## config.mk

```make
export PLATFORM = sky130hd
export DESIGN_NAME = hufd_emit_flat
export DESIGN_NICKNAME = d
export VERILOG_FILES = /design/src/hw/rtl/hufd_pkg.sv /design/src/hw/rtl/hufd_if.sv /design/src/hw/rtl/hufd_emit.sv /design/src/flat_wrapper.sv
export SDC_FILE = /design/constraint.sdc
export NUM_CORES = 1
export LEC_CHECK = 0
export ABC_CLOCK_PERIOD_IN_PS = 2500
export BUFFER_PORTS_ARGS = -buffer_cell sky130_fd_sc_hd__buf_2
export CORE_AREA = 2 2 39 41
export CTS_BUF_LIST = sky130_fd_sc_hd__clkbuf_4
export DETAILED_ROUTE_END_ITERATION = 7
export DIE_AREA = 0 0 41 43
export HOLD_SLACK_MARGIN = 0.12
export PLACE_DENSITY = 0.74
export SLEW_MARGIN = 20
export SYNTH_ARGS = -nofsm -noshare
export SYNTH_HDL_FRONTEND = slang
export SYNTH_SLANG_ARGS = --single-unit
```

## constraint.sdc

```tcl
create_clock -name clk_i -period 2.5 [get_ports clk_i]
set_input_delay 0.25 -clock clk_i [delete_from_list [all_inputs] [get_ports clk_i]]
set_output_delay 0.25 -clock clk_i [all_outputs]
set_load 0.01 [all_outputs]
```

## src/hw/rtl/hufd_pkg.sv

```systemverilog
// Huffman tree decoder package: field widths, op codes and the structs
// passed between the walk sequencer, the symbol stage and the top level.
// No dependencies.
`default_nettype none

package hufd_pkg;

  localparam int IdxW  = 9;   // node_index
  localparam int HalfW = 16;  // one child index
  localparam int NodeW = 32;  // child_one in [31:16], child_zero in [15:0]
  localparam int WordW = 16;  // stream word
  localparam int PosW  = 4;   // bit position in a word
  localparam int CntW  = 5;   // bit count, 0..16
  localparam int SymW  = 8;

  localparam logic OpLoad = 1'b0;
  localparam logic OpFeed = 1'b1;

  // One accepted input item, decoded.
  typedef struct packed {
    logic             load;
    logic             feed;
    logic [IdxW-1:0]  node_index;
    logic             node_ok;      // node_index inside the tree memory
    logic [NodeW-1:0] node;
    logic             entry_start;
    logic [WordW-1:0] bits_word;
    logic [PosW-1:0]  first_bit;
    logic [CntW-1:0]  count;        // already clipped to the word end
  } cmd_t;

  // Walk sequencer to symbol stage.
  typedef struct packed {
    logic            sym_v;
    logic [SymW-1:0] sym;
    logic            done;          // item finished, flag the held symbol last
  } emit_t;

endpackage

`default_nettype wire

```

## src/hw/rtl/hufd_if.sv

```systemverilog
// Valid/ready channel interfaces of the Huffman tree decoder.
// Depends on hufd_pkg for field widths.
`default_nettype none


interface hufd_out_if;
  logic                       valid;
  logic                       ready;
  logic [hufd_pkg::SymW-1:0]  symbol;
  logic                       last;

  modport source (output valid, symbol, last, input ready);
  modport sink (input valid, symbol, last, output ready);
endinterface

`default_nettype wire

```

## src/hw/rtl/hufd_emit.sv

```systemverilog
// Symbol stage: holds the newest symbol until it is known whether it is the
// item's last, then moves it to the output register. Depends on hufd_pkg.
`default_nettype none

module hufd_emit (
  input  wire logic            clk_i,
  input  wire logic            rst_ni,
  input  wire hufd_pkg::emit_t emit_i,
  output logic                 emit_ready_o,
  hufd_out_if.source           out_o
);

  logic                      hold_v_q;
  logic [hufd_pkg::SymW-1:0] hold_sym_q;
  logic                      out_v_q;
  logic [hufd_pkg::SymW-1:0] out_sym_q;
  logic                      out_last_q;
  logic                      out_free;
  logic                      push_mid;
  logic                      push_last;

  assign out_free     = !out_v_q || out_o.ready;
  assign emit_ready_o = !hold_v_q || out_free;
  assign push_mid     = emit_i.sym_v && hold_v_q;
  assign push_last    = emit_i.done && hold_v_q;

  assign out_o.valid  = out_v_q;
  assign out_o.symbol = out_sym_q;
  assign out_o.last   = out_last_q;

  always_ff @(posedge clk_i or negedge rst_ni) begin
    if (!rst_ni) begin
      hold_v_q <= 1'b0;
      out_v_q  <= 1'b0;
    end else begin
      if (out_o.ready) begin
        out_v_q <= 1'b0;
      end
      if (push_mid || push_last) begin
        out_v_q    <= 1'b1;
        out_sym_q  <= hold_sym_q;
        out_last_q <= push_last;
      end
      if (emit_i.sym_v) begin
        hold_v_q   <= 1'b1;
        hold_sym_q <= emit_i.sym;
      end else if (emit_i.done) begin
        hold_v_q <= 1'b0;
      end
    end
  end

endmodule

`default_nettype wire

```

## src/flat_wrapper.sv

```systemverilog
// flat-port wrapper written by rule: the top's interface ports become plain ports
module hufd_emit_flat 
  (clk_i, rst_ni, emit_i, emit_ready_o, out_o_valid, out_o_symbol, out_o_last, out_o_ready);
  hufd_out_if out_o_i ();
  input  wire logic clk_i;
  input  wire logic rst_ni;
  input  wire hufd_pkg::emit_t emit_i;
  output logic emit_ready_o;
  output wire logic [$bits(out_o_i.valid)-1:0] out_o_valid;
  output wire logic [$bits(out_o_i.symbol)-1:0] out_o_symbol;
  output wire logic [$bits(out_o_i.last)-1:0] out_o_last;
  input wire logic [$bits(out_o_i.ready)-1:0] out_o_ready;
  assign out_o_valid = out_o_i.valid;
  assign out_o_symbol = out_o_i.symbol;
  assign out_o_last = out_o_i.last;
  assign out_o_i.ready = out_o_ready;
  hufd_emit u_core (.clk_i(clk_i), .rst_ni(rst_ni), .emit_i(emit_i), .emit_ready_o(emit_ready_o), .out_o(out_o_i));
endmodule
```

Yosys cells after proc, flatten, opt, wreduce, memory -nomap -nowiden
Cells that the tools add are included.
W data, S select, Z words.
- muxes and demuxes: 4
- reduce and logical (&&, ||, !) cells: 11
- operators with widths (cell ; number):
    $mux W1 ; 4
    $reduce_and A2 Y1 ; 2
    $reduce_bool A2 Y1 ; 2
    $logic_or A1 B1 Y1 ; 3
    $logic_and A1 B1 Y1 ; 2
    $logic_not A1 Y1 ; 2
- register bits: 19
- input bits: 13
- output and inout port bits: 11
- logic and storage cells: 20

Longest topological paths before layout
- word-level depth: 3
- mapped depth: 2
- depth with buffers taken out: 2

Worst setup path after synthesis
OpenSTA, ideal clock, no wires.
- path kind: register to register
- start point: register u_core.hold_v_q
- end point: register u_core.out_last_q, in the netlist u_core.out_o.last, enable pin
- setup time: 374 ps
- arrival: 842 ps
- data required time: 2126 ps
- setup slack: 1284 ps
- stages on the path, launching flop included: 3
- path buffers: 0
- clock period less this slack: 1216 ps
- cell sequence: dfrtp_1 -> o21ai_2 -> nor2_1
- word-level cells in the longest chain between the ends: 3
- elaborated cells between the ends (all ways): 4
- those cells by class: 4 x reduce/logical
- ends and longest elaborated chain (item ; RTL line ; RTL):
    from (decl) ; hufd_emit.sv:13 ; logic hold_v_q;
    from (signal assigned) ; hufd_emit.sv:33 ; hold_v_q <= 1'b0;
    from (signal assigned) ; hufd_emit.sv:45 ; hold_v_q <= 1'b1;
    from (signal assigned) ; hufd_emit.sv:48 ; hold_v_q <= 1'b0;
    $logic_and A1 B1 Y1 (on tied branches) ; hufd_emit.sv:24, hufd_emit.sv:25 ;
    $logic_or A1 B1 Y1 (*) ; hufd_emit.sv:39 ; if (push_mid || push_last) begin
    $reduce_and A2 Y1 (no source line) (*) ; n/a ;
    to (signal assigned) ; hufd_emit.sv:42 ; out_last_q <= push_last;
    to (decl) ; hufd_emit.sv:17 ; logic out_last_q;
Every way passes the cells marked *; elsewhere a longest branch is shown, timed or not.
A chain may end at the register's enable or synchronous reset.

Worst setup path in the final report
- start point: input port rst_ni
- end point: register u_core.out_sym_q, in the netlist u_core.out_o.symbol[2], enable pin
- word-level cells in the longest chain between the ends: 1
- ends and longest elaborated chain (item ; RTL line ; RTL):
    from (decl) ; flat_wrapper.sv:6 ; input wire logic rst_ni;
    $reduce_and A2 Y1 (no source line) ; n/a ;
    to (signal assigned) ; hufd_emit.sv:41 ; out_sym_q <= hold_sym_q;
    to (decl) ; hufd_emit.sv:16 ; logic [hufd_pkg::SymW-1:0] out_sym_q;
No other way between the ends.

==> summary.txt <==
Placement
  – Port Buf Inserts: 23
  – Routability-driven placement congestion ratio: 0.661
  – Hpwl dp: 658 um
  – Post-Place Setup Slack: 1.15 ns

CTS
  – CTS sink count: 19
  – Clock transition at path regs: roughly 0.09 ns
  – Clk buf depth: 2
  – Clock Latency Late Sink: about 0.29 ns
  – Clock root cell: clkbuf_4
  – CTS tree: yes
  – CTS buffer count: 3
  – Htree depth: 1

Yosys
  – Post-synth top area share: 82.8%
  – Asr flop ratio synth: about a tenth
  – Syn Std Cell Area: 617 sq um
  – Largest cells by area after synthesis: edfxtp_1, dfrtp_1, and2_1
  – Syn Nets: 42
  – Synth Register Bits: 19
  – Most used DFF post-synth: edfxtp_1
  – Area leader, netlist: edfxtp_1
  – Yosys warning total: 0
  – EDFF count, synth: 17
  – Most frequent cell after synthesis: edfxtp_1
  – Syn Area/Cell: 21.3 sq um
  – Number of distinct library cells after synthesis: 9
  – Sequential share of the synthesized area: 90.9%
  – Top cells by count, synth: edfxtp_1, inv_1, and2_1, dfrtp_1
  – Mapped Cells: 29

STA
  – FMAX: between 600 and 700 MHz
  – Setup WS post-layout: around 0.96 ns
  – Final hold viol count: 0
  – Final period utilization: 61.8%
  – Final Critical Period: 1.54 ns
  – Final setup fails: 0
  – Slew Viols, Final: 0
  – RSZ-0062 raised after global routing: no
  – Max-Slew Margin vs Limit: 56.0%
  – Setup TNS Final: 0 ns
  – Worst slew pin tran: 0.657 ns
  – Skew final: approximately 0.0011 ns

Floorplan
  – Die X-Extent: ~40 um
  – Core region area: 1380 sq um
  – Initial Util: 44.6%
  – Die H: roughly 43 um
  – Die area: 1760 sq um
  – Rows: 14
  – I/O pin count: 24

Critical path
  – Crit-path cells: dlygate4sd3_1, buf_2, inv_1, nor2_1
  – WP data arrival: about 1.5 ns
  – Kind of end point of the critical path: flop
  – Slowest cell on the critical path: dlygate4sd3_1
  – Crit path buf inv count: 3
  – Startpoint types: input port
  – CP Max Fanout: 9
  – Critical path required time: about 2.4 ns
  – Top delay family on crit path: buffers and inverters
  – Kind of critical path: input port to flop
  – Critical Path Max Stage Delay: roughly 0.52 ns

Finish
  – Multi-input logic area: 45.0 sq um
  – # fillers: 108
  – Area growth from synthesis to layout: 39.8%
  – Final Net Count: 78
  – N_diodes: 0
  – Register area: 561 sq um
  – Fraction of layout cells with a size suffix above 1: 43.8%

Drt
  – Vias/cell: 4.66
  – Routed Antenna Nets: 0
  – DR iter-0 viols: 5
  – Drt wl/cell: ~12 um
  – Final wirelength: 980 um
  – # DRC: 0
  – TritonRoute pass-1 iters: 3
  – Routed vias: between 300 and 400

Global route
  – Initial antenna violation count: 0
  – First-pass GRT wire length: between 1 and 1.5 mm
  – Gr ovfl total: 0
  – Largest net degree at the start of global routing: 11
  – GR Util All Layers: 13.6%
  – Vias in the first global route: 375

Hold path
  – Hold Crit Class: input port to flop

Power and ir drop
  – Power Total: about 580 uW
  – Power share of the combinational group: 8.5%
  – Clock power share: a little over a quarter
  – Switching Power: 115 uW
  – Reg power frac: between 60% and 70%
  – Leakage dissipation: 0.000358 uW
  – Switching part of the total power: approximately 20%
  – PD cells: between 600 and 700 nW/um^2
  – Int Pwr: 467 uW
  – Peak supply drop: roughly 0.36 mV

Status
  – Status: finished clean

Job
  – Max-Cap Viols: 0
[state kept, by name, summed over array words and instances (netlist names)]
signal / count
u_core.hold_v_q: 1
u_core.out_o.symbol: 8
u_core.hold_sym_q: 8
u_core.out_o.last: 1
u_core.out_o.valid: 1
[layout make-up]
| type | instances | area share [%] |
|---|---|---|
| sequential | 19 | 65.0 |
| timing repair buffer | 31 | 22.6 |
| multi-input combinational | 7 | 5.22 |
| clock buffer | 4 | 3.48 |
| tap | 16 | 2.32 |
| inverter | 3 | 1.31 |
[layout by cell type (no fill, tap or decap)]
cell,instances
inv_1,3
clkbuf_4,4
o21ai_1,1
a21o_1,1
dfrtp_1,2
nor2_1,1
dlygate4sd3_1,8
edfxtp_1,17
nand3b_1,1
o21ai_2,1
buf_2,23
and2_1,2
[path summary, 6_finish.rpt]
check,from,endpoint,slack [ns],cells past startpoint
setup / recovery,rst_ni,u_core.out_o.symbol[2],0.96,4
hold / removal,emit_i[3],u_core.hold_sym_q[2],0.14,1
min in group asynchronous,rst_ni,u_core.hold_v_q,0.28,2
setup reg to reg,u_core.hold_v_q,u_core.out_o.symbol[2],1.12,2
hold reg to reg,u_core.hold_sym_q[1],u_core.out_o.symbol[1],0.43,0
max in group asynchronous,rst_ni,u_core.out_o.valid,2.11,2
[power groups by stage]
stage,combinational (uW),sequential (uW),clock (uW)
after global routing,54.5,378,178
after detailed placement,40.0,383,0
after global placement,37.9,381,0
after CTS,43.6,375,163
after floorplan,11.2,386,0
final,49.3,376,158
[kinds of logic after synthesis]
| family | synth area share, % |
|---|---|
| and+or+nand+nor | 3.85 |
| AOI/OAI and AO/OA | 3.45 |
| buffers and inverters | 1.83 |
| DFF | 90.9 |
[metrics by stage]
stage	cells	util (%)	hold slack [ns]	instance area (sq um)
2_1_floorplan	29	-	-0.0456	617
3_3_place_gp	68	54.3	0.0474	752
3_5_place_dp	68	54.3	0.0499	752
4_1_cts	75	58.7	0.120	812
5_1_grt	80	62.3	0.122	862
6_report	80	62.3	0.141	862
[per-layer routing]
metal  vias up  routed length (um)  global-route usage [%]  part of all wire, %
li1        176                   -                       -                    -
met1       175                 338                    11.9                   34
met2        20                 569                    22.2                   58
met3         2                  47                    3.66                  4.8
met4         0                  25                    13.3                  2.6
met5         -                   0                       0                    0
[timing repair]
item / in CTS / in global routing
endpoints found under the hold margin: 4 / 5
gates resized for setup: 0 / 0
endpoints found under the setup margin: 0 / 0
setup buffers: 0 / 0
hold buffers: 3 / 5
[worst register-to-register path, delay by kind of cell (launching register included)]
family	cells	cell delay, ns
AOI/OAI and AO/OA	1	0.08
DFF	1	0.42
and+or+nand+nor	1	0.51
(Power assumes the default switching activity.)
