File: config.mk
export PLATFORM = sky130hd
export DESIGN_NAME = hufd_walk
export DESIGN_NICKNAME = d
export VERILOG_FILES = /design/src/hw/rtl/hufd_pkg.sv /design/src/hw/rtl/hufd_walk.sv
export SDC_FILE = /design/constraint.sdc
export NUM_CORES = 1
export LEC_CHECK = 0
export BUFFER_PORTS_ARGS = -buffer_cell sky130_fd_sc_hd__clkbuf_2
export CAP_MARGIN = 20
export CORE_MARGIN = 5
export CORE_UTILIZATION = 50
export DETAILED_ROUTE_END_ITERATION = 10
export HOLD_SLACK_MARGIN = 0.03
export PLACE_DENSITY = 0.77
export SLEW_MARGIN = 20
export SYNTH_ARGS = -nofsm -noshare
export SYNTH_HDL_FRONTEND = slang
export SYNTH_SLANG_ARGS = --single-unit
File: constraint.sdc
create_clock -name clk_i -period 2.8 [get_ports clk_i]
set_clock_uncertainty 0.15 [all_clocks]
set_input_delay 0.42 -clock clk_i [delete_from_list [all_inputs] [get_ports clk_i]]
set_output_delay 0.42 -clock clk_i [all_outputs]
set_load 0.02 [all_outputs]
File: src/hw/rtl/hufd_pkg.sv
// Huffman tree decoder package: field widths, op codes and the structs
// passed between the walk sequencer, the symbol stage and the top level.
// No dependencies.
`default_nettype none

package hufd_pkg;

  localparam int IdxW  = 9;   // node_index
  localparam int HalfW = 16;  // one child index
  localparam int NodeW = 32;  // child_one in [31:16], child_zero in [15:0]
  localparam int WordW = 16;  // stream word
  localparam int PosW  = 4;   // bit position in a word
  localparam int CntW  = 5;   // bit count, 0..16
  localparam int SymW  = 8;

  localparam logic OpLoad = 1'b0;
  localparam logic OpFeed = 1'b1;

  // One accepted input item, decoded.
  typedef struct packed {
    logic             load;
    logic             feed;
    logic [IdxW-1:0]  node_index;
    logic             node_ok;      // node_index inside the tree memory
    logic [NodeW-1:0] node;
    logic             entry_start;
    logic [WordW-1:0] bits_word;
    logic [PosW-1:0]  first_bit;
    logic [CntW-1:0]  count;        // already clipped to the word end
  } cmd_t;

  // Walk sequencer to symbol stage.
  typedef struct packed {
    logic            sym_v;
    logic [SymW-1:0] sym;
    logic            done;          // item finished, flag the held symbol last
  } emit_t;

endpackage

`default_nettype wire

File: src/hw/rtl/hufd_walk.sv
// Tree walk sequencer: one node memory read per stream bit, evaluates the
// returned node and issues the next read in the same cycle.
// Depends on hufd_pkg.
`default_nettype none

module hufd_walk #(
  parameter int TREE_DEPTH = 512,
  localparam int AddrW = $clog2(TREE_DEPTH)
) (
  input  wire logic                        clk_i,
  input  wire logic                        rst_ni,
  input  wire logic                        cmd_valid_i,
  input  wire hufd_pkg::cmd_t              cmd_i,
  output logic                             ready_o,
  output logic                             rd_en_o,
  output logic [AddrW-1:0]                 rd_addr_o,
  input  wire logic [hufd_pkg::NodeW-1:0]  rd_data_i,
  input  wire logic                        emit_ready_i,
  output hufd_pkg::emit_t                  emit_o
);

  localparam logic StIdle = 1'b0;
  localparam logic StRun  = 1'b1;

  logic                        state_q;
  logic [AddrW-1:0]            walk_q;
  logic [hufd_pkg::NodeW-1:0]  cur_q;    // contents of node walk_q
  logic [hufd_pkg::NodeW-1:0]  root_q;   // shadow of node 0
  logic                        pend_q;
  logic                        oob_q;
  logic [AddrW-1:0]            nidx_q;
  logic [hufd_pkg::WordW-1:0]  word_q;
  logic [hufd_pkg::PosW-1:0]   pos_q;
  logic [hufd_pkg::CntW-1:0]   left_q;

  logic [hufd_pkg::NodeW-1:0]  node;
  logic                        leaf;
  logic                        emit_wait;
  logic                        eval;
  logic [hufd_pkg::NodeW-1:0]  cur_d;
  logic [AddrW-1:0]            walk_d;
  logic                        bit_val;
  logic [hufd_pkg::HalfW-1:0]  next_idx;
  logic                        oob;
  logic                        issue;
  logic                        finish;

  always_comb begin
    // child index beyond the memory reads as an all-zero node (a leaf)
    node      = oob_q ? '0 : rd_data_i;
    leaf      = (node[hufd_pkg::HalfW-1:0] == '0);
    emit_wait = pend_q && leaf && !emit_ready_i;
    eval      = pend_q && !emit_wait;

    cur_d  = cur_q;
    walk_d = walk_q;
    if (eval) begin
      cur_d  = leaf ? root_q : node;
      walk_d = leaf ? '0 : nidx_q;
    end

    bit_val  = word_q[pos_q];
    next_idx = bit_val ? cur_d[hufd_pkg::NodeW-1:hufd_pkg::HalfW]
                       : cur_d[hufd_pkg::HalfW-1:0];
    oob      = ({16'b0, next_idx} >= 32'(TREE_DEPTH));

    issue  = (state_q == StRun) && (left_q != '0) && !emit_wait;
    finish = (state_q == StRun) && (left_q == '0) && !pend_q && emit_ready_i;
  end

  assign ready_o     = (state_q == StIdle);
  assign rd_en_o     = issue;
  assign rd_addr_o   = oob ? '0 : AddrW'(next_idx);
  assign emit_o.sym_v = eval && leaf;
  assign emit_o.sym   = node[hufd_pkg::HalfW+hufd_pkg::SymW-1:hufd_pkg::HalfW];
  assign emit_o.done  = finish;

  always_ff @(posedge clk_i or negedge rst_ni) begin
    if (!rst_ni) begin
      state_q <= StIdle;
      walk_q  <= '0;
      pend_q  <= 1'b0;
      left_q  <= '0;
    end else begin
      unique case (state_q)
        StIdle: begin
          if (cmd_valid_i && cmd_i.load && cmd_i.node_ok) begin
            // keep the cached nodes coherent with the memory
            if (cmd_i.node_index == '0) begin
              root_q <= cmd_i.node;
            end
            if (AddrW'(cmd_i.node_index) == walk_q) begin
              cur_q <= cmd_i.node;
            end
          end
          if (cmd_valid_i && cmd_i.feed) begin
            state_q <= StRun;
            word_q  <= cmd_i.bits_word;
            pos_q   <= cmd_i.first_bit;
            left_q  <= cmd_i.count;
            if (cmd_i.entry_start) begin
              walk_q <= '0;
              cur_q  <= root_q;
            end
          end
        end
        StRun: begin
          walk_q <= walk_d;
          cur_q  <= cur_d;
          if (issue) begin
            pend_q <= 1'b1;
            nidx_q <= AddrW'(next_idx);
            oob_q  <= oob;
            pos_q  <= pos_q + 1'b1;
            left_q <= left_q - 1'b1;
          end else if (eval) begin
            pend_q <= 1'b0;
          end
          if (finish) begin
            state_q <= StIdle;
          end
        end
        default: state_q <= StIdle;
      endcase
    end
  end

endmodule

`default_nettype wire

# Word level (Yosys, flattened, before mapping)
# Index checks and enable logic that the tools add are counted.
# word_totals
register_bits	110
word_cells	75
input_bits	106
output_inout_bits	21
# op_classes
add_sub_neg	2
eq_ne	5
muxes	28
reduce_logical	27
bitwise	1
n_lt_le_gt_ge	2
# op_table
cell	count
two-way mux 32 bit	7
case mux 32 bit (2 select lines)	1
two-way mux 9 bit	5
case mux 9 bit (2 select lines)	1
greater-or-equal comparator 16 x 10 -> 1 bit (second input constant)	1
zero test 16 bit	1
two-way mux 16 bit	1
logical AND 1 bit	12
AND reduction 3 bit	4
two-way mux 5 bit	2
case mux 5 bit (2 select lines)	1
equality test 9 bit	1
zero test 9 bit	1
two-way mux 4 bit	2
case mux 4 bit (2 select lines)	1
zero test 5 bit	1
< comparator 4 x 5 -> 1 bit (second input constant)	1
two-way mux 1 bit	5
nonzero test 5 bit	1
subtractor 5 x 1 -> 5 bit (second input constant)	1
adder 4 x 1 -> 4 bit (second input constant)	1
binary-select mux 1 bit (select 4 bit)	1
!= test 2 x 1 -> 1 bit (second input constant)	2
!= test 2 bit (second input constant)	2
other kinds (6)	9

# Logic depth before layout (Yosys ltp)
# Gate-level depths: netlist of run 1.
# logic_depth
word_depth	10
mapped_depth	10
depth_no_buf	8

# Least setup slack after synthesis of run 1
# No wires, ideal clock.
# synth_timing
path_type	reg2out
from	register pos_q[0] (netlist bit)
to	output rd_addr_o[0]
n_path_buf	2
t_arrival_ns	2.503
path_slack_ns	-0.273
stages_incl_launch_ff	9
required_ns	2.230
cell_sequence	edfxtp_1 buf_4 mux4_2 a22oi_2 nand2_2 a211o_1 or4_1 buf_2 a21boi_2
# synth_between
elab_chain_len	5
# synth_rtl
element	line_no	rtl
start: declaration	hufd_walk.sv:33	logic [hufd_pkg::PosW-1:0] pos_q;
start signal: assignment	hufd_walk.sv:99	pos_q <= cmd_i.first_bit;
start signal: assignment	hufd_walk.sv:114	pos_q <= pos_q + 1'b1;
binary-select mux 1 bit (select 4 bit) *	hufd_walk.sv:62	bit_val = word_q[pos_q];
two-way mux 1 bit (not written as such) *	hufd_walk.sv:62	
two-way mux 16 bit *	hufd_walk.sv:63	next_idx = bit_val ? cur_d[hufd_pkg::NodeW-1:hufd_pkg::HalfW]
greater-or-equal comparator 16 x 10 -> 1 bit	hufd_walk.sv:65	oob = ({16'b0, next_idx} >= 32'(TREE_DEPTH));
two-way mux 9 bit *	hufd_walk.sv:73	assign rd_addr_o = oob ? '0 : AddrW'(next_idx);
end: declaration	hufd_walk.sv:16	output logic [AddrW-1:0] rd_addr_o,
# Every way passes the cells marked *; elsewhere a longest branch is shown, timed or not. The select of a mux whose other input is x is not followed.

# Worst setup path in the final report of run 1
# layout_timing
from	input rd_data_i[3] (netlist bit)
to	output rd_addr_o[3]
# layout_between
elab_chain_len	10
elab_cells_between_ends	11
cone_classes	1 x order compare; 5 x mux; 5 x reduce/logical
# layout_rtl
element	line_no	rtl
start: declaration	hufd_walk.sv:17	input wire logic [hufd_pkg::NodeW-1:0] rd_data_i,
two-way mux 32 bit *	hufd_walk.sv:50	node = oob_q ? '0 : rd_data_i;
zero test 16 bit	hufd_walk.sv:51	leaf = (node[hufd_pkg::HalfW-1:0] == '0);
logical AND 1 bit (2 in a row)	hufd_walk.sv:52	emit_wait = pend_q && leaf && !emit_ready_i;
zero test 1 bit	hufd_walk.sv:53	eval = pend_q && !emit_wait;
logical AND 1 bit	hufd_walk.sv:53	
two-way mux 32 bit *	hufd_walk.sv:57	if (eval) begin
two-way mux 16 bit *	hufd_walk.sv:63	
greater-or-equal comparator 16 x 10 -> 1 bit	hufd_walk.sv:65	
two-way mux 9 bit *	hufd_walk.sv:73	
# Every way passes the cells marked *; elsewhere a longest branch is shown, timed or not.

==> out/results.md, run 1 <==
| Item | This run | Unit |
| --- | --- | --- |
| Antenna diode count | 0 | - |
| Critical path fanouts, max | 8 | - |
| Source of the worst hold timing path | cmd_i[13] | - |
| Number of global-route vias before repair | 5251 | - |
| Arrival @ worst endpoint | 2.97 | ns |
| Max Root-Sink Buffers | 2 | - |
| Unrepaired setup endpoints after global routing | true | - |
| Timing-limited maximum frequency | 0.282 | GHz |
| Mapped Cells | 534 | - |
| Required time of the critical path | 2.23 | ns |
| Initial core utilization | 50.6 | % |
| Wire length on met1 | 7.47 | mm |
| CTS tree | done | - |
| Post-Synth XOR/XNOR Area | 1.89 | % |
| Initial DRT Pass Iterations | 5 | - |
| Maximum VDD drop | 278 | µV |
| Internal Pwr Total | 2.87 | mW |
| Count of distinct cell types in the synthesized netlist | 56 | - |
| Flip-flop cell with the highest count after synthesis | sky130_fd_sc_hd__edfxtp_1 | - |
| Proportion of synthesized chip area in sequential cells | 53.5 | % |
| Average footprint of a synthesized cell | 11.3 | µm² |
| Final hold viol count | 0 | - |
| Post-DR vias/cell | 6.00 | - |
| Maximum capacitance violations | 0 | - |
| Floorplan Core Area | 11900 | µm² |
| Violations in the final reports | negative setup slack | - |
| Timing startpoint of the critical path | rd_data_i[3] | - |
| Largest net degree at the start of global routing | 50 | - |
| Total of flip-flops plus latches after synthesis | 110 | - |
| Largest family of logic cells by synthesized area | compound AO/OA/AOI/OAI gates | - |
| Commonest cells after routing, fill and taps aside | sky130_fd_sc_hd__clkbuf_2, sky130_fd_sc_hd__edfxtp_1, sky130_fd_sc_hd__buf_4, sky130_fd_sc_hd__nand2_1, sky130_fd_sc_hd__mux2i_1 | - |
| Slew Limit Fails | 0 | - |
| HPWL after detailed placement | 12.6 | mm |
| Antenna violations before repair | 0 | - |
| Finish-stage setup viols | 10 | - |
| Count of flip-flops with a built-in enable after synthesis | 94 | - |
| Start-to-end type of the worst setup path | in -> out | - |
| Min Tclk post-route | 3.54 | ns |
| CTS Root Buffer Type | sky130_fd_sc_hd__clkbuf_16 | - |
| Portion of netlist area occupied by mux cells | 9.77 | % |
| Startpoint of the most critical register-to-register path | pos_q[0]$_DFFE_PP_ | - |
| Number of clock sinks seen by CTS | 110 | - |
| Utilization of the core after routing | 66.1 | % |
| Critical Path Start Type | input pin | - |
| Nets in the synthesized netlist | 643 | - |
| Fraction of the mapped netlist area in simple logic gates | 11.1 | % |
| Compound-Gate Fraction of Synth Area | 19.5 | % |
| Signed area change from the synthesized netlist to the final layout | 30.7 | % |
| Depth of the CTS H-tree | 3 | - |
| Global-route wire length before repair | 27.7 | mm |
| Total net switching power | 1.07 | mW |
| Detailed-route via count | 5213 | - |
| Fraction of final layout cells with drive strength greater than 1 | 35.5 | % |
| Final setup TNS | -6.40 | ns |
| Die span in y | 120 | µm |
| Detailed route wirelength on metal2 | 8.24 | mm |
| Clock slew seen by the registers of the worst setup and hold paths | 0.08 | ns |
| Setup slack at placement | -0.810 | ns |
| Comb power frac | 18.1 | % |
| FILL cells | 910 | - |
| Total length of routed met3 wires | 1.23 | mm |
| Setup crit end kind | output pin | - |
| Number of buffers created by CTS | 9 | - |
| Period Utilization, post-route | 127 | % |
| Power density of the placed cells | 500 | nW/µm² |
| Measured slew at the worst slew-check pin | 0.604 | ns |
| Number of core rows | 40 | - |
| Die span in x | 120 | µm |
| Routed Wire Length | 17.5 | mm |
| Post-Layout Cell Count | 869 | - |
| Wirelength per Cell | 20.2 | µm |
| Switching part of the total power | 27.2 | % |
| Total Routing Usage GR | 24.8 | % |
| I/O Pins | 127 | - |
| Clock group share of total power | 32.5 | % |
| Warnings, synthesis | 0 | - |
| Storage cell area | 3220 | µm² |
| Die footprint | 14300 | µm² |
| Area occupied by multi-input gates | 2720 | µm² |
| Netlist area before placement | 6020 | µm² |
| Final setup slack of the worst path | -0.742 | ns |
| Top layer reached by signal wires | met4 | - |
| Post-route antenna net violation count | 0 | - |
| Adder-cell area share of the yosys netlist | 0.623 | % |
| Nets | 826 | - |
| Initial detailed-routing violation count | 439 | - |
| Relative slew slack | 59.6 | % |
| Hold crit path type | in -> reg | - |
| Status | complete, but fails checks | - |
| Port Buffer Count | 126 | - |
| Most common cell after layout, fill and taps aside | sky130_fd_sc_hd__clkbuf_2 | - |
| Portion of total power attributed to sequential cells | 49.5 | % |
| Leakage power summed over all cells | 3.51 | nW |
| Placed cell count | 848 | - |
| Routability congestion estimate from global placement | 0.880 | - |
| Fraction of registers with async set or reset after synthesis | 14.5 | % |
| Worst-Skew Late Latency | 0.37 | ns |
| Number of design rule violations left after detail routing | 0 | - |
| Overall overflow remaining after global route | 0 | - |
-- final cells by class --
cell class	count	share of cell area, %
clock buffers	9	2.86
flip-flops and latches	110	41.0
multi-input cells	378	34.6
well taps	147	2.34
inverters	9	0.429
repair buffers	209	18.0
clock inverters	7	0.827
-- registers in the layout, indices dropped and copies added (netlist names) --
signal   cells
oob_q        1
cur_q       32
pend_q       1
state_q      1
pos_q        4
word_q      16
root_q      32
left_q       5
nidx_q       9
walk_q       9
-- cell families after synthesis --
kind of cell	Yosys count
flops	110
compound gates	159
xor+xnor	13
fa+ha+maj	3
mux	56
buf+inv	47
simple gates	146
-- critical path, stage by stage --
cell and delay, ns:
sky130_fd_sc_hd__clkbuf_2 0.14, sky130_fd_sc_hd__nor4_2 0.05, sky130_fd_sc_hd__buf_4 0.13, sky130_fd_sc_hd__and4_4 0.21, sky130_fd_sc_hd__a21o_1 0.19, sky130_fd_sc_hd__buf_4 0.17, sky130_fd_sc_hd__or3_1 0.33, sky130_fd_sc_hd__a32o_2 0.31
sky130_fd_sc_hd__or4_4 0.67, sky130_fd_sc_hd__a21boi_4 0.19, sky130_fd_sc_hd__clkbuf_8 0.17
-- final timing paths --
check / depth (start not counted) / slack [ns] / end
worst max-delay path: 11 / -0.74 / rd_addr_o[3]
worst min-delay path: 1 / 0.07 / word_q[4]$_DFFE_PP_
worst max register to register: 9 / 0 / oob_q$_DFFE_PP_
worst min register to register: 1 / 0.32 / walk_q[8]$_DFFE_PN0P_
max in group asynchronous: 3 / 1.33 / pend_q$_DFFE_PN0P_
min in group asynchronous: 2 / 0.43 / left_q[2]$_DFFE_PN0P_
-- metal layers --
layer  up-vias  global-route usage (%)
met5         -                       0
li1       2418                       -
met3        39                    5.37
met4         0                    11.0
met2       240                    39.1
met1      2516                    33.0
-- Yosys cell counts (3+ instances only) --
library cell | n | share of area [%]
sky130_fd_sc_hd__dfrtp_1 | 16 | 6.6
sky130_fd_sc_hd__a21o_1 | 12 | 1.5
sky130_fd_sc_hd__nand3_1 | 4 | 0.33
sky130_fd_sc_hd__a21oi_1 | 14 | 1.2
sky130_fd_sc_hd__nor2_1 | 45 | 2.8
sky130_fd_sc_hd__edfxtp_1 | 94 | 47
sky130_fd_sc_hd__a31oi_1 | 7 | 0.73
sky130_fd_sc_hd__buf_1 | 5 | 0.31
sky130_fd_sc_hd__clkbuf_1 | 25 | 1.6
sky130_fd_sc_hd__a31o_1 | 8 | 1.2
sky130_fd_sc_hd__o21ai_1 | 24 | 2.0
sky130_fd_sc_hd__ha_1 | 3 | 0.62
sky130_fd_sc_hd__or4_1 | 3 | 0.37
sky130_fd_sc_hd__nand2_1 | 54 | 3.4
sky130_fd_sc_hd__a21boi_2 | 9 | 1.7
sky130_fd_sc_hd__nand4_1 | 3 | 0.31
sky130_fd_sc_hd__xnor2_1 | 11 | 1.6
sky130_fd_sc_hd__a221oi_1 | 5 | 0.73
sky130_fd_sc_hd__nor2b_1 | 12 | 1.2
sky130_fd_sc_hd__and2_1 | 3 | 0.31
sky130_fd_sc_hd__a211oi_1 | 12 | 1.5
sky130_fd_sc_hd__o211ai_1 | 21 | 2.6
sky130_fd_sc_hd__inv_1 | 8 | 0.50
sky130_fd_sc_hd__nor4_1 | 8 | 0.83
sky130_fd_sc_hd__or3_1 | 3 | 0.31
sky130_fd_sc_hd__o22ai_1 | 3 | 0.31
sky130_fd_sc_hd__a22oi_1 | 6 | 0.75
sky130_fd_sc_hd__buf_4 | 3 | 0.37
sky130_fd_sc_hd__mux2i_1 | 52 | 8.6
sky130_fd_sc_hd__buf_6 | 3 | 0.56
sky130_fd_sc_hd__a22o_1 | 17 | 2.5
sky130_fd_sc_hd__o21ai_0 | 8 | 0.66
-- stage by stage --
step                total power, mW  hold WS [ns]  instance area (µm²)
finish                         3.94        0.0707                 7870
global route                   4.10        0.0576                 7870
CTS                            3.94        0.0688                 7850
detailed placement             2.67         0.188                 7400
global placement               2.63         0.191                 7400
floorplan                      2.34       -0.0256                 6120
-- timing repair --
item / CTS / global route
endpoints found under the setup margin: 11 / 11
gates cloned: 1 / 0
pin swaps: 8 / 2
resized for setup: 29 / 4
endpoints found under the hold margin: 6 / 0
hold buffers: 1 / 0
setup buffers: 3 / 0
-- power by group through the flow --
stage / clock, mW / combinational [mW] / sequential [mW]
floorplan: 0 / 0.377 / 1.96
finish: 1.28 / 0.711 / 1.95
global placement: 0 / 0.659 / 1.97
global route: 1.37 / 0.775 / 1.96
detailed placement: 0 / 0.685 / 1.98
CTS: 1.28 / 0.705 / 1.95
Power figures use the tool's default switching activity.
==> run 2, diff against run 1 <==
--- a/config.mk
+++ b/config.mk
@@ -5,13 +5,13 @@
 export SDC_FILE = /design/constraint.sdc
 export NUM_CORES = 1
 export LEC_CHECK = 0
+export ABC_AREA = 1
 export BUFFER_PORTS_ARGS = -buffer_cell sky130_fd_sc_hd__clkbuf_2
 export CAP_MARGIN = 20
 export CORE_MARGIN = 5
-export CORE_UTILIZATION = 50
+export CORE_UTILIZATION = 25
 export DETAILED_ROUTE_END_ITERATION = 10
 export HOLD_SLACK_MARGIN = 0.03
-export PLACE_DENSITY = 0.77
 export SLEW_MARGIN = 20
 export SYNTH_ARGS = -nofsm -noshare
 export SYNTH_HDL_FRONTEND = slang
==> run 2 against run 1 <==
Net effect:
- the run still ends with negative setup slack left
- total power rose by 54%
- die area increased by 110%
- first-iteration DRC count up 36%
- critical path depth up 4
- synthesized cell count rose by 51%
- sequential power up 18%
- critical endpoint is now rd_addr_o[1]
==> out/results.md, run 2 <==
| Item | This run | Unit |
| --- | --- | --- |
| Initial detailed-routing violation count | 599 | - |
| Largest net degree at the start of global routing | 56 | - |
| Post-route antenna net violation count | 0 | - |
| Critical path fanouts, max | 11 | - |
| Wirelength per Cell | 17.3 | µm |
| Nets | 1092 | - |
| Period Utilization, post-route | 118 | % |
| Timing startpoint of the critical path | oob_q$_DFFE_PP_ | - |
| Proportion of synthesized chip area in sequential cells | 49.4 | % |
| Slowest CP cell | sky130_fd_sc_hd__edfxtp_1 | - |
| CTS Hold Buffers Added | 0 | - |
| Critical Path Start Type | flip-flop | - |
| Critical path buffer and inverter count | 5 | - |
| CTS Root Buffer Type | sky130_fd_sc_hd__clkbuf_16 | - |
| Critical Path Most Common Cell | sky130_fd_sc_hd__nand2_4 | - |
| Cell depth of the worst setup path | 15 | - |
| Post-DR vias/cell | 4.80 | - |
| Average footprint of a synthesized cell | 8.08 | µm² |
| End of the worst register-to-register path | oob_q$_DFFE_PP_ | - |
| Final setup slack of the worst path | -0.493 | ns |
| Placed instance area | 7830 | µm² |
| I/O Pins | 127 | - |
| Initial DRT Pass Iterations | 5 | - |
| Count of distinct cell types in the synthesized netlist | 39 | - |
| Die footprint | 29400 | µm² |
| Number of core rows | 59 | - |
| Fraction of final layout cells with drive strength greater than 1 | 29.0 | % |
| Unrepaired setup endpoints after global routing | true | - |
| Share of Yosys cell area claimed by the top area cell type | 43.2 | % |
| Hold crit path type | in -> reg | - |
| Die span in y | 172 | µm |
| Crit-path leading delay family | simple AND/OR/NAND/NOR gates | - |
| Post-Layout Cell Count | 1323 | - |
| Clock slew seen by the registers of the worst setup and hold paths | 0.08 | ns |
| Most common cell after layout, fill and taps aside | sky130_fd_sc_hd__nand2_1 | - |
| Fraction of registers with async set or reset after synthesis | 14.5 | % |
| Internal Pwr Total | 3.79 | mW |
| Initial core utilization | 25.2 | % |
| Leakage power summed over all cells | 4.03 | nW |
| Top-count cell post-synth | sky130_fd_sc_hd__nand2_1 | - |
| Mapped Cells | 808 | - |
| Endpoint of the most critical setup path | rd_addr_o[1] | - |
| Maximum capacitance violations | 0 | - |
| Number of buffers created by CTS | 9 | - |
| Timing-limited maximum frequency | 0.304 | GHz |
| Floorplan Core Area | 25900 | µm² |
| Delay contributed by the slowest stage of the critical path | 0.41 | ns |
| Max Root-Sink Buffers | 2 | - |
| Startpoint of the most critical register-to-register path | oob_q$_DFFE_PP_ | - |
| Port Buffer Count | 126 | - |
| Placed cell count | 1284 | - |
| Cell chain of the critical path | inv_4, buf_6, o21ai_4, nand2_4, nor2_8, nand3_4, nand2_8, buf_6, inv_8, nand2_4, nand3b_1, nor2_4, nand2_4, a21oi_2, clkbuf_8 | - |
| Measured slew at the worst slew-check pin | 0.733 | ns |
| Count of flip-flops with a built-in enable after synthesis | 94 | - |
| Setup crit end kind | output pin | - |
| Arrival @ worst endpoint | 2.72 | ns |
| Worst R2R Setup Slack | 0.13 | ns |
| Cell types occupying the most area after synthesis | sky130_fd_sc_hd__edfxtp_1, sky130_fd_sc_hd__nand2_1, sky130_fd_sc_hd__dfrtp_1, sky130_fd_sc_hd__nand3_1, sky130_fd_sc_hd__inv_1 | - |
| Maximum VDD drop | 335 | µV |
| Registers with the highest flip-flop counts | cur_q: 32 flops, root_q: 32 flops, word_q: 16 flops | - |
| Flip-flop cell with the highest count after synthesis | sky130_fd_sc_hd__edfxtp_1 | - |
| Finish-stage setup viols | 10 | - |
| Global-route wire length before repair | 33.9 | mm |
| Min Tclk post-route | 3.29 | ns |
| Portion of total power attributed to sequential cells | 38.0 | % |
| Total of flip-flops plus latches after synthesis | 110 | - |
| Comb power frac | 40.6 | % |
| Status | complete, but fails checks | - |
| Switching part of the total power | 37.5 | % |
| Die span in x | 172 | µm |
| Final hold viol count | 0 | - |
| Storage cell area | 3220 | µm² |
| Number of stages on the worst hold path | 1 | - |
| Worst-Skew Late Latency | 0.36 | ns |
| Depth of the CTS H-tree | 3 | - |
| Routability congestion estimate from global placement | 0.846 | - |
| Total Routing Usage GR | 15.0 | % |
| Violations in the final reports | negative setup slack | - |
| List of most frequent post-synthesis cells | sky130_fd_sc_hd__nand2_1, sky130_fd_sc_hd__edfxtp_1, sky130_fd_sc_hd__nand3_1 | - |
| Number of global-route vias before repair | 5958 | - |
| Commonest cells after routing, fill and taps aside | sky130_fd_sc_hd__nand2_1, sky130_fd_sc_hd__clkbuf_2, sky130_fd_sc_hd__edfxtp_1, sky130_fd_sc_hd__nand3_1, sky130_fd_sc_hd__inv_1 | - |
| Warnings, synthesis | 0 | - |
| Antenna diode count | 0 | - |
| Nets in the synthesized netlist | 917 | - |
| Cell type with the largest total area after synthesis | sky130_fd_sc_hd__edfxtp_1 | - |
| Total net switching power | 2.28 | mW |
| Number of clock sinks seen by CTS | 110 | - |
| HPWL after detailed placement | 15.7 | mm |
| Detailed-route via count | 6354 | - |
| Power density of the placed cells | 699 | nW/µm² |
| Number of design rule violations left after detail routing | 0 | - |
| Slew Limit Fails | 0 | - |
| Required time of the critical path | 2.23 | ns |
| Relative slew slack | 51.1 | % |
| Area occupied by multi-input gates | 3010 | µm² |
| Signed area change from the synthesized netlist to the final layout | 32.8 | % |
| Netlist area before placement | 6530 | µm² |
| Start-to-end type of the worst setup path | reg -> out | - |
| FILL cells | 2696 | - |
| Cell area after layout | 8670 | µm² |
| Overall overflow remaining after global route | 0 | - |
| CTS tree | done | - |
| FF-to-FF path depth | 16 | - |
| Clock group share of total power | 21.4 | % |
| Routed Wire Length | 22.8 | mm |
| Antenna violations before repair | 0 | - |
## run 2: power by group through the flow
stage	Clock [mW]	Combinational (mW)	Sequential [mW]
floorplan	0	1.31	2.29
global placement	0	2.06	2.33
detailed placement	0	2.09	2.33
CTS	1.33	2.33	2.30
global route	1.40	2.74	2.34
finish	1.30	2.46	2.31
## run 2: layout make-up
| type | count | area share [%] |
|---|---|---|
| well taps | 335 | 4.83 |
| repair buffers | 203 | 16.1 |
| flip-flops and latches | 110 | 37.2 |
| clock inverters | 5 | 0.462 |
| repair inverters | 1 | 0.130 |
| multi-input cells | 576 | 34.7 |
| inverters | 82 | 3.66 |
| clock buffers | 11 | 2.91 |
## run 2: cell families after synthesis
| kind of cell | count (synthesis) | share of synthesized area (%) |
|---|---|---|
| AO/OA/AOI/OAI | 128 | 11.6 |
| XOR/XNOR | 6 | 0.805 |
| adder cells (fa/ha/maj) | 3 | 0.575 |
| buffers and inverters | 124 | 8.13 |
| flip-flops | 110 | 49.4 |
| AND/OR/NAND/NOR | 437 | 29.5 |
## run 2: worst min path at each step
stage | end | from
after floorplan | left_q[0]$_DFFE_PN0P_ | rst_ni
after global placement | walk_q[4]$_DFFE_PN0P_ | nidx_q[4]$_DFFE_PP_
after detailed placement | walk_q[0]$_DFFE_PN0P_ | nidx_q[0]$_DFFE_PP_
after CTS | word_q[1]$_DFFE_PP_ | cmd_i[10]
after global routing | word_q[0]$_DFFE_PP_ | cmd_i[9]
final | word_q[1]$_DFFE_PP_ | cmd_i[10]
## run 2: metal layers
layer  vias up  wire [µm]  GRT usage, %
li1       3067          -             -
met1      3011      10000          21.1
met2       260      10800          24.3
met3        16       1780          2.34
met4         0        287          3.75
met5         -          0             0
## run 2: stage by stage
stage / power [mW] / utilization (%) / setup TNS (ns) / hold WS, ns / setup WS (ns)
6_report: 6.07 / 33.5 / -4.26 / 0.0835 / -0.493
5_1_grt: 6.47 / 33.5 / -5.20 / 0.0688 / -0.577
4_1_cts: 5.96 / 32.5 / -4.04 / 0.0744 / -0.464
3_5_place_dp: 4.42 / 30.2 / -2.09 / 0.370 / -0.240
3_3_place_gp: 4.38 / 30.2 / -2.02 / 0.361 / -0.229
2_1_floorplan: 3.60 / - / 0 / -0.0256 / 0.104
## run 2: repair_timing
| item | in CTS | in global routing |
|---|---|---|
| gates resized for setup | 50 | 47 |
| endpoints found under the setup margin | 10 | 20 |
| cloned | 3 | 3 |
| buffers inserted | 9 | 11 |
| pin swaps | 14 | 26 |
